==> config.mk <==
export PLATFORM = sky130hd
export DESIGN_NAME = rpkr_front
export DESIGN_NICKNAME = d
export VERILOG_FILES = /design/src/rtl/rpkr_pkg.sv /design/src/rtl/rpkr_front.sv
export SDC_FILE = /design/constraint.sdc
export NUM_CORES = 1
export LEC_CHECK = 0
export BUFFER_PORTS_ARGS = -buffer_cell sky130_fd_sc_hd__clkbuf_2
export CAP_MARGIN = 20
export CORE_ASPECT_RATIO = 0.5
export CORE_UTILIZATION = 32
export CTS_CLUSTER_DIAMETER = 200
export DETAILED_ROUTE_END_ITERATION = 8
export GPL_TIMING_DRIVEN = 1
export PLACE_DENSITY = 0.59
export SLEW_MARGIN = 20
export SYNTH_ARGS = -nofsm -noshare
export SYNTH_HDL_FRONTEND = slang
export SYNTH_SLANG_ARGS = --single-unit
==> constraint.sdc <==
create_clock -name clk -period 24.2 [get_ports clk]
set_input_delay 1.21 -clock clk [delete_from_list [all_inputs] [get_ports clk]]
set_output_delay 1.21 -clock clk [all_outputs]
set_load 0.01 [all_outputs]
==> src/rtl/rpkr_pkg.sv <==
// rpkr_pkg: shared types and codes for the range partition key router
package rpkr_pkg;

  localparam int MAX_RESULTS = 64;
  localparam int OP_KINDS    = 8;
  localparam int SEEN_CODES  = 32;

  localparam logic [2:0] CMD_LOAD  = 3'd0;
  localparam logic [2:0] CMD_QUERY = 3'd1;
  localparam logic [2:0] CMD_RDD   = 3'd2;
  localparam logic [2:0] CMD_RDO   = 3'd3;
  localparam logic [2:0] CMD_CLR   = 3'd4;

  localparam logic [2:0] OP_EMPTY   = 3'd0;
  localparam logic [2:0] OP_PRED    = 3'd3;
  localparam logic [2:0] OP_SCAN    = 3'd4;
  localparam logic [2:0] OP_INVALID = 3'd7;

  localparam logic [2:0] KIND_ROUTED = 3'd0;
  localparam logic [2:0] KIND_NOPART = 3'd1;
  localparam logic [2:0] KIND_EMPTY  = 3'd2;
  localparam logic [2:0] KIND_INVAL  = 3'd3;
  localparam logic [2:0] KIND_COUNT  = 3'd4;
  localparam logic [2:0] KIND_ACK    = 3'd5;

  localparam logic CFG_COMM    = 1'b0;
  localparam logic CFG_ENTRIES = 1'b1;

  typedef enum logic [2:0] {
    CLS_LOAD  = 3'd0,
    CLS_QUERY = 3'd1,
    CLS_RDD   = 3'd2,
    CLS_RDO   = 3'd3,
    CLS_CLR   = 3'd4,
    CLS_BAD   = 3'd5
  } cls_t;

  typedef struct packed {
    logic [2:0]         cmd;
    logic [5:0]         entry_index;
    logic signed [63:0] bound_key;
    logic [4:0]         entry_dest;
    logic [2:0]         op_type;
    logic signed [63:0] query_key;
    logic signed [63:0] right_key;
  } in_t;

  typedef struct packed {
    logic [2:0]  kind;
    logic [4:0]  dest_id;
    logic [31:0] count_value;
    logic        last;
  } out_t;

  typedef struct packed {
    cls_t               cls;
    logic [5:0]         idx;
    logic signed [63:0] bound;
    logic [4:0]         dest;
    logic [2:0]         op;
    logic signed [63:0] qkey;
    logic signed [63:0] rkey;
  } item_t;

endpackage

==> src/rtl/rpkr_front.sv <==
// rpkr_front: input transfer, command classification and two-entry queue
module rpkr_front import rpkr_pkg::*; (
  input  logic  clk,
  input  logic  rst_n,
  input  logic  in_valid,
  output logic  in_ready,
  input  in_t   in_data,
  input  logic  open_i,
  output logic  q_valid,
  output item_t q_item,
  input  logic  q_pop
);

  item_t      q_mem_r [2];
  logic       wp_r, wp_nxt, rp_r, rp_nxt;
  logic [1:0] cnt_r, cnt_nxt;
  logic       push;
  item_t      cls_item;

  always_comb begin
    cls_item       = '0;
    cls_item.idx   = in_data.entry_index;
    cls_item.bound = in_data.bound_key;
    cls_item.dest  = in_data.entry_dest;
    cls_item.op    = in_data.op_type;
    cls_item.qkey  = in_data.query_key;
    cls_item.rkey  = in_data.right_key;
    unique case (in_data.cmd)
      CMD_LOAD:  cls_item.cls = CLS_LOAD;
      CMD_QUERY: cls_item.cls = CLS_QUERY;
      CMD_RDD:   cls_item.cls = CLS_RDD;
      CMD_RDO:   cls_item.cls = CLS_RDO;
      CMD_CLR:   cls_item.cls = CLS_CLR;
      default:   cls_item.cls = CLS_BAD;
    endcase
  end

  assign in_ready = open_i && (cnt_r != 2'd2);
  assign push     = in_valid && in_ready;
  assign q_valid  = (cnt_r != 2'd0);
  assign q_item   = q_mem_r[rp_r];

  always_comb begin
    wp_nxt  = push ? ~wp_r : wp_r;
    rp_nxt  = q_pop ? ~rp_r : rp_r;
    cnt_nxt = cnt_r + {1'b0, push} - {1'b0, q_pop};
  end

  always_ff @(posedge clk) begin
    if (!rst_n) begin
      wp_r  <= 1'b0;
      rp_r  <= 1'b0;
      cnt_r <= 2'd0;
    end else begin
      wp_r  <= wp_nxt;
      rp_r  <= rp_nxt;
      cnt_r <= cnt_nxt;
    end
  end

  always_ff @(posedge clk) begin
    if (push) begin
      q_mem_r[wp_r] <= cls_item;
    end
  end

endmodule

Word level (Yosys, flattened, before mapping)

Memories as Yosys holds them, arrays and structs flattened. A register that Yosys moved wholly into a read port is not among the register bits.
Cells that the tools add are included.

Register bits: 4
Latch bits: 0
RAM bits: 418
Memory bits (read-only): 0
Input bits: 214
Output and inout bits: 211
Word-level logic and storage cells: 22
Memories kept: 1

Memories:

| name    | depth | bits a word | read ports | clocked after Yosys merged registers in | wr ports | line             | RTL |
|---|---|---|---|---|---|---|---|
| q_mem_r | 2     | 209         | 1          | 1                                       | 1        | rpkr_front.sv:14 | `item_t q_mem_r [2];` |

$add $sub $neg: 2
Multiply operators: 0
Div/mod/pow operators: 0
$lt $le $gt $ge: 0
Eq/ne operators: 5
Shift-type cells: 0
Multiplexer cells: 5
Bitwise gates (word level): 2
Reduce and logical (&&, ||, !) cells: 4

Operators with widths:

| cell                                          | number |
|---|---|
| case mux 3 bit (5 select lines)               | 1 |
| == test 3 x 2 -> 1 bit, second input constant | 2 |
| two-way mux 1 bit                             | 4 |
| == test 3 x 1 -> 1 bit, second input constant | 1 |
| == test 3 bit, second input constant          | 1 |
| logical NOT 3 bit                             | 1 |
| adder 2 x 1 -> 2 bit                          | 1 |
| logical AND 1 bit                             | 2 |
| inequality test 2 bit, second input constant  | 1 |
| NOT 1 bit                                     | 2 |
| nonzero test 2 bit                            | 1 |
| subtractor 2 x 1 -> 2 bit                     | 1 |

Longest topological paths before layout

Gate-level depths: netlist of the first run.

Word-level depth: 5
Depth in mapped cells: 8

Worst setup path after synthesis of the first run

OpenSTA, ideal clock, no wires.

Path type: input-to-reg
From: input port in_valid
To: memory q_mem_r[0][0] (netlist name), enable pin
Setup time: 0.783 ns
Arrival: 10.014 ns
Required time: 23.417 ns
Slack: 13.403 ns
Stages on the path: 2
Buffers on the path: 0
Path through: nand3_1 -> nor2_1

Longest elaborated chain between the ends: 3

RTL lines:

| item                                    | line             | RTL |
|---|---|---|
| start: declaration                      | rpkr_front.sv:5  | `input logic in_valid,` |
| logical AND 1 bit                       | rpkr_front.sv:39 | `assign push = in_valid && in_ready;` |
| two-way mux 1 bit                       | rpkr_front.sv:62 | `if (push) begin` |
| two-way mux 1 bit (implied by the code) | rpkr_front.sv:63 | `q_mem_r[wp_r] <= cls_item;` |
| end: declaration                        | rpkr_front.sv:14 |  |

Every way passes these cells.

==> impl_results.md, run 1 <==
- Hold WS: 0.538 ns
- # nets final: 1346
- Worst VDD drop: 42.5 µV
- Port Buffers: 424
- Skew final: 0.0139 ns
- Commonest non-fill, non-tap cell in the layout: clkbuf_2
- #FFs+latches synth: 423
- Final Cycle Share: 19.5%
- Yosys top cell area share: 79.6%
- Crit start category: flip-flop
- Status: finished, final reports clean
- Dominant delay contributor by cell family on the critical path: buffers and inverters
- Cell mode on critical path: buf_4
- WP data required: 22.99 ns
- Area Overhead vs Synth: 25.9%
- CORE AREA: 0.0486 mm²
- WL met1: 12.3 mm
- Clk sinks: 423
- I/O pin cnt: 425
- Final critical-path required period: 4.71 ns
- Worst path max stage delay: 0.82 ns
- CTS HTree Levels: 2
- Total CTS buffers: 41
- Post-synth cell types: 23
- HP Class: flip-flop to flip-flop
- DR WL/cell: 20.8 µm
- CP Capture Type: output port
- Congestion Overflow GR: 0
- Die Ht: 159 µm
- CP Max Fanout: 55
- Top_reg_cell synth: edfxtp_1
- Sequential fraction of the synthesis area: 80.3%
- Initial core utilization: 32.5%
- GR Util All Layers: 14.7%
- Worst slew margin: 26.8%
- FFs w/ async S/R, synth: 0%
- Worst path slowest cell: dfxtp_4
- Detailed-route DRC error count: 0
- Iteration-0 DRC Markers: 507
- DP HPWL: 27.1 mm
- # hold bufs at CTS: 0
- RePlAce Congestion: 0.811
- Final instance area: 0.0199 mm²
- Worst-path clk slew: 0.06 ns
- Syn_area_per_cell: 23.3 µm²
- Vias/cell: 4.39
- Fin Setup TNS: 0 ns
- Worst R2R Setup Slack: 21.20 ns
- Max frequency: 212 MHz
- Syn_nets: 893
- Mapped Cells: 677
- Routed via count: 7967
- Ratio of cells with drive above 1 in the final layout: 60.6%
- Cell Area, Placed: 0.0185 mm²
- Largest net degree at the start of global routing: 80
- Power per cell area: 83.5 mW/mm²
- Fillers: 4350
- Clock latency at the later pin of the worst-skew pair: 0.52 ns
- Most frequent cells in the layout: clkbuf_2, edfxtp_1, mux2_2
- Slew @ Worst Pin: 1.10 ns
- Setup slack after layout: 19.49 ns
- Die width: 316 µm
- Final setup viols: 0
- Antenna Nets Post-Route: 0
- Bufs and invs on worst path: 3
- Vias in the first global route: 8725
- Slew Limit Fails: 0
- Die Footprint: 0.0502 mm²
- Postcts setup bufs: 0
- Pwr Total: 1.66 mW
- Synthesized cell area: 0.0158 mm²
- First-pass GRT wire length: 54.4 mm
- Root buffer cell: clkbuf_16
- Final hold vios: 0
- CTS tree: yes
- Post-Place Setup Slack: 19.99 ns
- Initial antenna violation count: 6
- Pre-Repair DR Iteration Count: 4
- Post-CTS sizing: 0
- CTS max path bufs: 3
- WL met2: 22.6 mm
- Top cell type by total area after synthesis: edfxtp_1
- Critical path class: flip-flop to output port
- Met3 WL post-DR: 1.07 mm
- Ys Warns: 0
- Number of enable flip-flop cells after synthesis: 418
- Crit path cell chain: buf_4 -> buf_4 -> mux2_2 -> clkbuf_2
- Data arrival time of the critical path: 3.50 ns
- Lkg Pwr: 7.55 nW
- Synth area leaders: edfxtp_1, mux2_4, mux2_2
- RSZ-0062 raised after global routing: no
- Total Wirelength: 37.9 mm
- Top routing layer in use: met4
- Rows: 57
- Max cap viols: 0
state kept, by name, indices dropped and copies added (netlist names), named ones only:
register and count:
wp_r 1, q_mem_r 418, rp_r 1, cnt_r 2
Yosys cell counts (all sizes together), types with 2 or more instances:
library cell  instances
dfxtp                 5
nand2b                2
buf                  23
ha                    2
mux2                209
edfxtp              418
and2                  5
xnor2                 2
report_power, final:
group	total, mW	internal (mW)	switching (mW)
Sequential	0.865	0.852	0.0138
Clock	0.598	0.341	0.257
Combinational	0.193	0.0907	0.103
cells by family after synthesis:
group,share of synthesized area [%]
adders and majority gates,0.159
buffers and inverters,1.51
xor gates and xnor gates,0.167
muxes,17.4
and+or+nand+nor,0.476
DFF,80.3
AOI/OAI and AO/OA,0.0476
metrics by stage:
step | utilization, % | std cells
after floorplan | - | 677
after global placement | 38.2 | 1735
after detailed placement | 38.2 | 1735
after CTS | 40.8 | 1809
after global routing | 40.9 | 1816
final | 40.9 | 1816
worst paths after layout:
path	start	end	cells after the start
setup / recovery	flip-flop	q_item[87]	4
hold / removal	wp_r	wp_r	2
setup reg to reg	cnt_r[0]	q_mem_r[1][111]	5
hold reg to reg	wp_r	wp_r	2
worst register-to-register path: cells and delay by family (launching register included):
| kind | cells | cell delay, ns |
|---|---|---|
| buf+inv | 2 | 1.52 |
| simple gates | 3 | 0.73 |
| flops | 1 | 0.33 |
layer usage:
metal / global-route usage [%] / up-vias
met2: 29.7 / 152
met1: 13.8 / 4108
met5: 0 / -
li1: - / 3623
met3: 2.46 / 84
met4: 7.69 / 0
area by class of cell:
type                            instances  area (µm²)  area share [%]
Inverter                                1        3.75          0.0189
Timing Repair Buffer                  434        2220            11.2
Multi-Input combinational cell        229        2890            14.5
Tap cell                              649         812            4.09
Clock inverter                         20         119           0.599
Clock buffer                           54        1140            5.73
Antenna cell                            6        15.0          0.0756
Sequential cell                       423       12700            63.7
Note: power is estimated with default switching activity, not from simulation.
==> inputs of run 2 (changes only) <==
- PLACE_DENSITY: 0.59 -> 0.61
- clock period: 24.2 -> 3.8 ns (I/O delays scaled with it)
==> run 2 against run 1 <==
Against the previous run:
- clock skew down 0.0024 ns
- power rose to 6.5 times the previous value
- flip-flop and latch count unchanged
- clock-buffer cell count unchanged
- sequential power rose to 6.3 times the previous value
- highest routed layer unchanged
==> impl_results.md, run 2 (synthesis gave the netlist of run 1 again) <==
- Post-Place Setup Slack: 1.79 ns (-18.21 ns)
- Top reg by flops: q_mem_r
- Postcts setup bufs: 0 (unchanged)
- DP HPWL: 24.7 mm (-8.8%)
- Antenna Nets Post-Route: 0 (unchanged)
- Critical path class: flip-flop to output port
- # nets final: 1559 (+16%)
- Congestion Overflow GR: 0 (unchanged)
- Initial core utilization: 32.5% (unchanged)
- RePlAce Congestion: 0.780 (-3.8%)
- Status: finished, final reports clean
- Final critical-path required period: 2.52 ns
- Routed via count: 8774 (+10%)
- Die width: 316 µm (unchanged)
- Crit start category: flip-flop
- Worst VDD drop: 279 µV (+560%)
- First-pass GRT wire length: 55.7 mm (+2.3%)
- Area Overhead vs Synth: 40.0%
- Most frequent cells in the layout: clkbuf_2, edfxtp_1, dlygate4sd3_1
- CTS tree: yes
- RSZ-0062 raised after global routing: no
- I/O pin cnt: 425 (unchanged)
- CP Max Fanout: 90 (+64%)
- Vias/cell: 4.33 (-1.2%)
- Largest net degree at the start of global routing: 129 (+61%)
- Final Util: 45.5% (+4.6 points)
- Skew final: 0.0115 ns (-0.00240 ns)
- Worst-path clk slew: 0.06 ns (about the same)
- Pre-Repair DR Iteration Count: 7 (+3)
- Largest register FFs: 418 (unchanged)
- Lkg Pwr: 8.45 nW (+12%)
- Fin cells: 2025 (+12%)
- Detailed-route DRC error count: 0 (unchanged)
- Die Footprint: 0.0502 mm² (unchanged)
- Power per cell area: 491 mW/mm² (+490%)
- Data arrival time of the critical path: 2.33 ns (-1.17 ns)
- Max frequency: 397 MHz
- Port Buffers: 424 (unchanged)
- Vias in the first global route: 9711 (+11%)
- Setup slack after layout: 1.28 ns (-18.21 ns)
- Clock latency at the later pin of the worst-skew pair: 0.54 ns (+0.02 ns)
- Final instance area: 0.0221 mm² (+11%)
- Iteration-0 DRC Markers: 530 (+4.5%)
- Post-CTS sizing: 0 (unchanged)
- Slew Limit Fails: 0 (unchanged)
- Biggest regs: q_mem_r x418, cnt_r x2
- CP Capture Type: output port
- CORE AREA: 0.0486 mm² (unchanged)
- Clk sinks: 423 (unchanged)
- Initial antenna violation count: 3 (-3)
- DR WL/cell: 18.5 µm (-11%)
- Worst slew margin: 45.9% (+19 points)
- Final setup viols: 0 (unchanged)
- CTS HTree Levels: 2 (unchanged)
- WP data required: 3.61 ns (-19.38 ns)
- Root buffer cell: clkbuf_16
- Die Ht: 159 µm (unchanged)
- Cell Area, Placed: 0.0186 mm² (+0.55%)
- CTS max path bufs: 3 (unchanged)
- Rows: 57 (unchanged)
- HP Class: input port to flip-flop
- GR Util All Layers: 14.6% (-0.060 points)
- Total Wirelength: 37.4 mm (-1.3%)
- Final Cycle Share: 66.3%
- # placed instances: 1734 (-0.058%)
- Slew @ Worst Pin: 0.812 ns (-0.285 ns)
- Ratio of cells with drive above 1 in the final layout: 51.3% (-9.3 points)
- Final hold vios: 0 (unchanged)
- Max cap viols: 0 (unchanged)
- Commonest non-fill, non-tap cell in the layout: clkbuf_2
- Total CTS buffers: 43 (+4.9%)
run 2: cell types whose count changed in the layout (fill, tap and decap cells not counted), moves of 2 or more:
| cell | delta |
|---|---|
| dlygate4sd3_1 | +213 |
| buf_12 | +7 |
| buf_4 | -6 |
| diode_2 | -3 |
| buf_6 | -2 |
| clkbuf_16 | +2 |
| clkbuf_8 | -2 |
| clkinv_2 | -2 |
| clkinvlp_4 | +2 |
run 2: metal layers:
layer | up-vias | share of wire (%) | global-route usage (%)
met1 | 4491 | 33 | 14.1
li1 | 4044 | - | -
met2 | 156 | 61 | 30.1
met3 | 83 | 2.6 | 2.23
met5 | - | 0 | 0
met4 | 0 | 3.6 | 6.13
run 2: final timing paths:
path                            depth (start not counted)    startpoint              end  slack, ns
worst min register to register                          2          wp_r             wp_r       0.55
worst min-delay path                                    2  in_data[207]  q_mem_r[1][207]       0.05
worst max register to register                          4      cnt_r[0]  q_mem_r[1][197]       1.75
worst max-delay path                                    3     flip-flop       q_item[87]       1.28
run 2: stage by stage:
step / total power, mW / setup TNS (ns) / hold slack [ns]
finish: 10.8 / 0 / 0.0522
global route: 11.2 / 0 / 0.0367
CTS: 11.0 / 0 / 0.0120
detailed placement: 6.86 / 0 / 0.383
global placement: 6.82 / 0 / 0.379
floorplan: 6.33 / -51.70 / 0.289
run 2: repair_timing:
item / 4_1_cts / 5_1_grt
hold buffers: 213 / 0
endpoints found under the setup margin: 0 / 0
endpoints found under the hold margin: 423 / 0
run 2: area by class of cell:
| cell class | count | area (µm²) |
|---|---|---|
| sequential | 423 | 12700 |
| tap | 649 | 812 |
| timing repair buffer | 645 | 4400 |
| multi-input combinational | 229 | 2910 |
| clock buffer | 54 | 1160 |
| inverter | 1 | 3.75 |
| antenna | 3 | 7.51 |
| fill | 4153 | 26500 |
| clock inverter | 21 | 128 |
run 2: critical path, stage by stage (launching register included):
cell and delay (ns):
dfxtp_4 0.58, buf_12 0.57, mux2_2 0.40, clkbuf_2 0.15
run 2: where the power goes:
part           internal [mW]  leakage [nW]  switching, mW
Clock                   2.22         0.629           1.67
Combinational          0.729          3.95          0.712
Sequential              5.42          3.87         0.0724
Total                   8.37          8.45           2.46
==> inputs of run 3 (changes only) <==
- ABC_AREA: unset -> 1
- PLACE_DENSITY: 0.61 -> 0.59
- clock period: 3.8 -> 2.6 ns (I/O delays scaled with it)
==> run 3 against run 2 <==
Against the previous run:
- the run now ends with DRC left
- combinational power rose by 19%
- power increased by 42%
- synthesized cell count grew 2.1%
- flip-flop and latch count is the same
- critical path type unchanged
==> impl_results.md, run 3 <==
- HP Class: input port to flip-flop
- RSZ-0062 raised after global routing: no
- Final setup viols: 0 (unchanged)
- Vias in the first global route: 9753 (+0.43%)
- Iteration-0 DRC Markers: 424 (-20%)
- Synthesized cell area: 0.0158 mm² (about the same)
- Max frequency: 441 MHz
- Antenna Nets Post-Route: 0 (unchanged)
- Total CTS buffers: 41 (-4.7%)
- Skew final: 0.0163 ns (+0.00473 ns)
- Yosys top cell area share: 79.6% (about the same)
- Ys Warns: 0 (unchanged)
- Final critical-path required period: 2.27 ns
- CTS HTree Levels: 2 (unchanged)
- CTS max path bufs: 3 (unchanged)
- Slew @ Worst Pin: 0.644 ns (-0.169 ns)
- Detailed-route DRC error count: 2 (+2)
- Top reg by flops: q_mem_r
- Die Ht: 159 µm (about the same)
- Status: finished, violations left
- #FFs+latches synth: 423 (unchanged)
- Initial antenna violation count: 2 (-1)
- Port Buffers: 424 (unchanged)
- Slew Limit Fails: 0 (unchanged)
- # nets final: 1579 (+1.3%)
- Worst VDD drop: 435 µV (+56%)
- Syn_area_per_cell: 22.8 µm² (-1.9%)
- Top cell type by total area after synthesis: edfxtp_1
- Clock power frac: 37.4% (+1.4 points)
- Lkg Pwr: 8.53 nW (+1.0%)
- Most frequent cells in the layout: clkbuf_2, edfxtp_1, dlygate4sd3_1
- Net Sw Power: 3.34 mW (+36%)
- Switch share: 21.8% (-0.95 points)
- I/O pin cnt: 425 (unchanged)
- Setup slack after layout: 0.330 ns (-0.951 ns)
- Final Cycle Share: 87.3%
- Total Wirelength: 37.5 mm (+0.42%)
- Biggest regs: q_mem_r x418, cnt_r x2
- Initial core utilization: 32.5% (about the same)
- Post-synth top cells: edfxtp_1, mux2_2, mux2_4
- Die width: 316 µm (about the same)
- Cell Area, Placed: 0.0187 mm² (+0.42%)
- Clk sinks: 423 (unchanged)
- Critical path class: flip-flop to output port
- Worst-path clk slew: 0.06 ns (about the same)
- # placed instances: 1755 (+1.2%)
- Root buffer cell: clkbuf_16
- Post-synth cell types: 18 (-22%)
- Final hold vios: 0 (unchanged)
- FFs w/ async S/R, synth: 0% (unchanged)
- RePlAce Congestion: 0.768 (-1.6%)
- Syn_nets: 907 (+1.6%)
- Largest register FFs: 418 (unchanged)
- Area Overhead vs Synth: 40.4%
- DP HPWL: 25.3 mm (+2.2%)
- Number of enable flip-flop cells after synthesis: 418 (unchanged)
- Data arrival time of the critical path: 2.14 ns (-0.19 ns)
- Post-Place Setup Slack: 0.625 ns (-1.16 ns)
- CORE AREA: 0.0486 mm² (unchanged)
- CP Capture Type: output port
- First-pass GRT wire length: 56.3 mm (+1.2%)
- Crit start category: flip-flop
- Pre-Repair DR Iteration Count: 8 (+1)
- Die Footprint: 0.0503 mm² (about the same)
- Worst R2R Setup Slack: 0.61 ns (-1.14 ns)
- Failing checks: DRC
- Top_reg_cell synth: edfxtp_1
- Max cap viols: 0 (unchanged)
- Design internal power: 12.0 mW (+44%)
- DR WL/cell: 18.4 µm (-0.47%)
- Post-CTS sizing: 0 (unchanged)
- Largest net degree at the start of global routing: 109 (-16%)
- Congestion Overflow GR: 0 (unchanged)
- Power per cell area: 693 mW/mm² (+41%)
- CTS tree: yes
- Ratio of cells with drive above 1 in the final layout: 51.1% (-0.27 points)
- Commonest non-fill, non-tap cell in the layout: clkbuf_2
- Sequential fraction of the synthesis area: 80.2% (about the same)
- Rows: 57 (unchanged)
- Routed via count: 8885 (+1.3%)
- # hold bufs at CTS: 214 (+0.47%)
- Worst slew margin: 57.1% (+11 points)
- Fin cells: 2043 (+0.89%)
- Mapped Cells: 691 (+2.1%)
- Vias/cell: 4.35 (+0.37%)
- Sequential share of power: 51.5% (+0.8 points)
- WP data required: 2.47 ns (-1.14 ns)
- Logic gate share of total power: 11.2% (-2.1 points)
- Top-count cell post-synth: edfxtp_1
- GR Util All Layers: 14.7% (+0.053 points)
- CP Max Fanout: 26 (-71%)
- Final instance area: 0.0222 mm² (+0.37%)
- Synth area leaders: edfxtp_1, mux2_4, mux2_2
- Clock latency at the later pin of the worst-skew pair: 0.54 ns (about the same)
- Postcts setup bufs: 0 (unchanged)
## run 3: path summary, 6_finish.rpt
path,start,endpoint,depth (start not counted)
max reg2reg,wp_r,q_mem_r[1][79],3
max,flip-flop,q_item[73],3
min reg2reg,rp_r,flip-flop,2
min,in_valid,wp_r,4
## run 3: power by group through the flow
| stage | combinational, mW | clock (mW) | sequential [mW] |
|---|---|---|---|
| finish | 1.72 | 5.74 | 7.90 |
| global placement | 1.43 | 0 | 8.03 |
| detailed placement | 1.46 | 0 | 8.05 |
| floorplan | 0.822 | 0 | 8.04 |
| global route | 1.82 | 6.16 | 7.92 |
| CTS | 1.75 | 5.92 | 7.90 |
## run 3: cells by family after synthesis
logic type | after synthesis | share of synthesized area (%)
fa+ha+maj | 2 | 0.159
compound gates | 3 | 0.127
flops | 423 | 80.2
buf+inv | 34 | 1.72
mux | 209 | 17.3
simple gates | 20 | 0.508
## run 3: through the flow
stage                     utilization [%]  total power, mW  setup TNS (ns)  hold slack, ns
after floorplan                         -             8.86         -611.04           0.223
after global placement               38.6             9.46               0           0.320
after global routing                 45.6             15.9               0          0.0408
after detailed placement             38.6             9.50               0           0.323
after CTS                            45.6             15.6               0         0.00521
final                                45.6             15.4               0          0.0291
## run 3: critical path, cell delays in order (launching register included)
cell      delay [ns]
dfxtp_4         0.67
buf_4           0.39
mux2_2          0.39
clkbuf_2        0.14
## run 3: area by class of cell
class	instances	area (µm²)
Fill cell	4155	26400
Sequential cell	423	12700
Timing Repair Buffer	653	4490
Multi-Input combinational cell	234	2870
Clock buffer	52	1110
Tap cell	649	812
Clock inverter	20	173
Inverter	10	41.3
Antenna cell	2	5.00
## run 3: layer usage
| metal | share of wire (%) | vias to the layer above | GRT usage [%] |
|---|---|---|---|
| met1 | 33 | 4496 | 14.3 |
| met3 | 2.9 | 105 | 2.16 |
| li1 | - | 4087 | - |
| met5 | 0 | - | 0 |
| met2 | 59 | 197 | 29.2 |
| met4 | 5.3 | 0 | 8.23 |
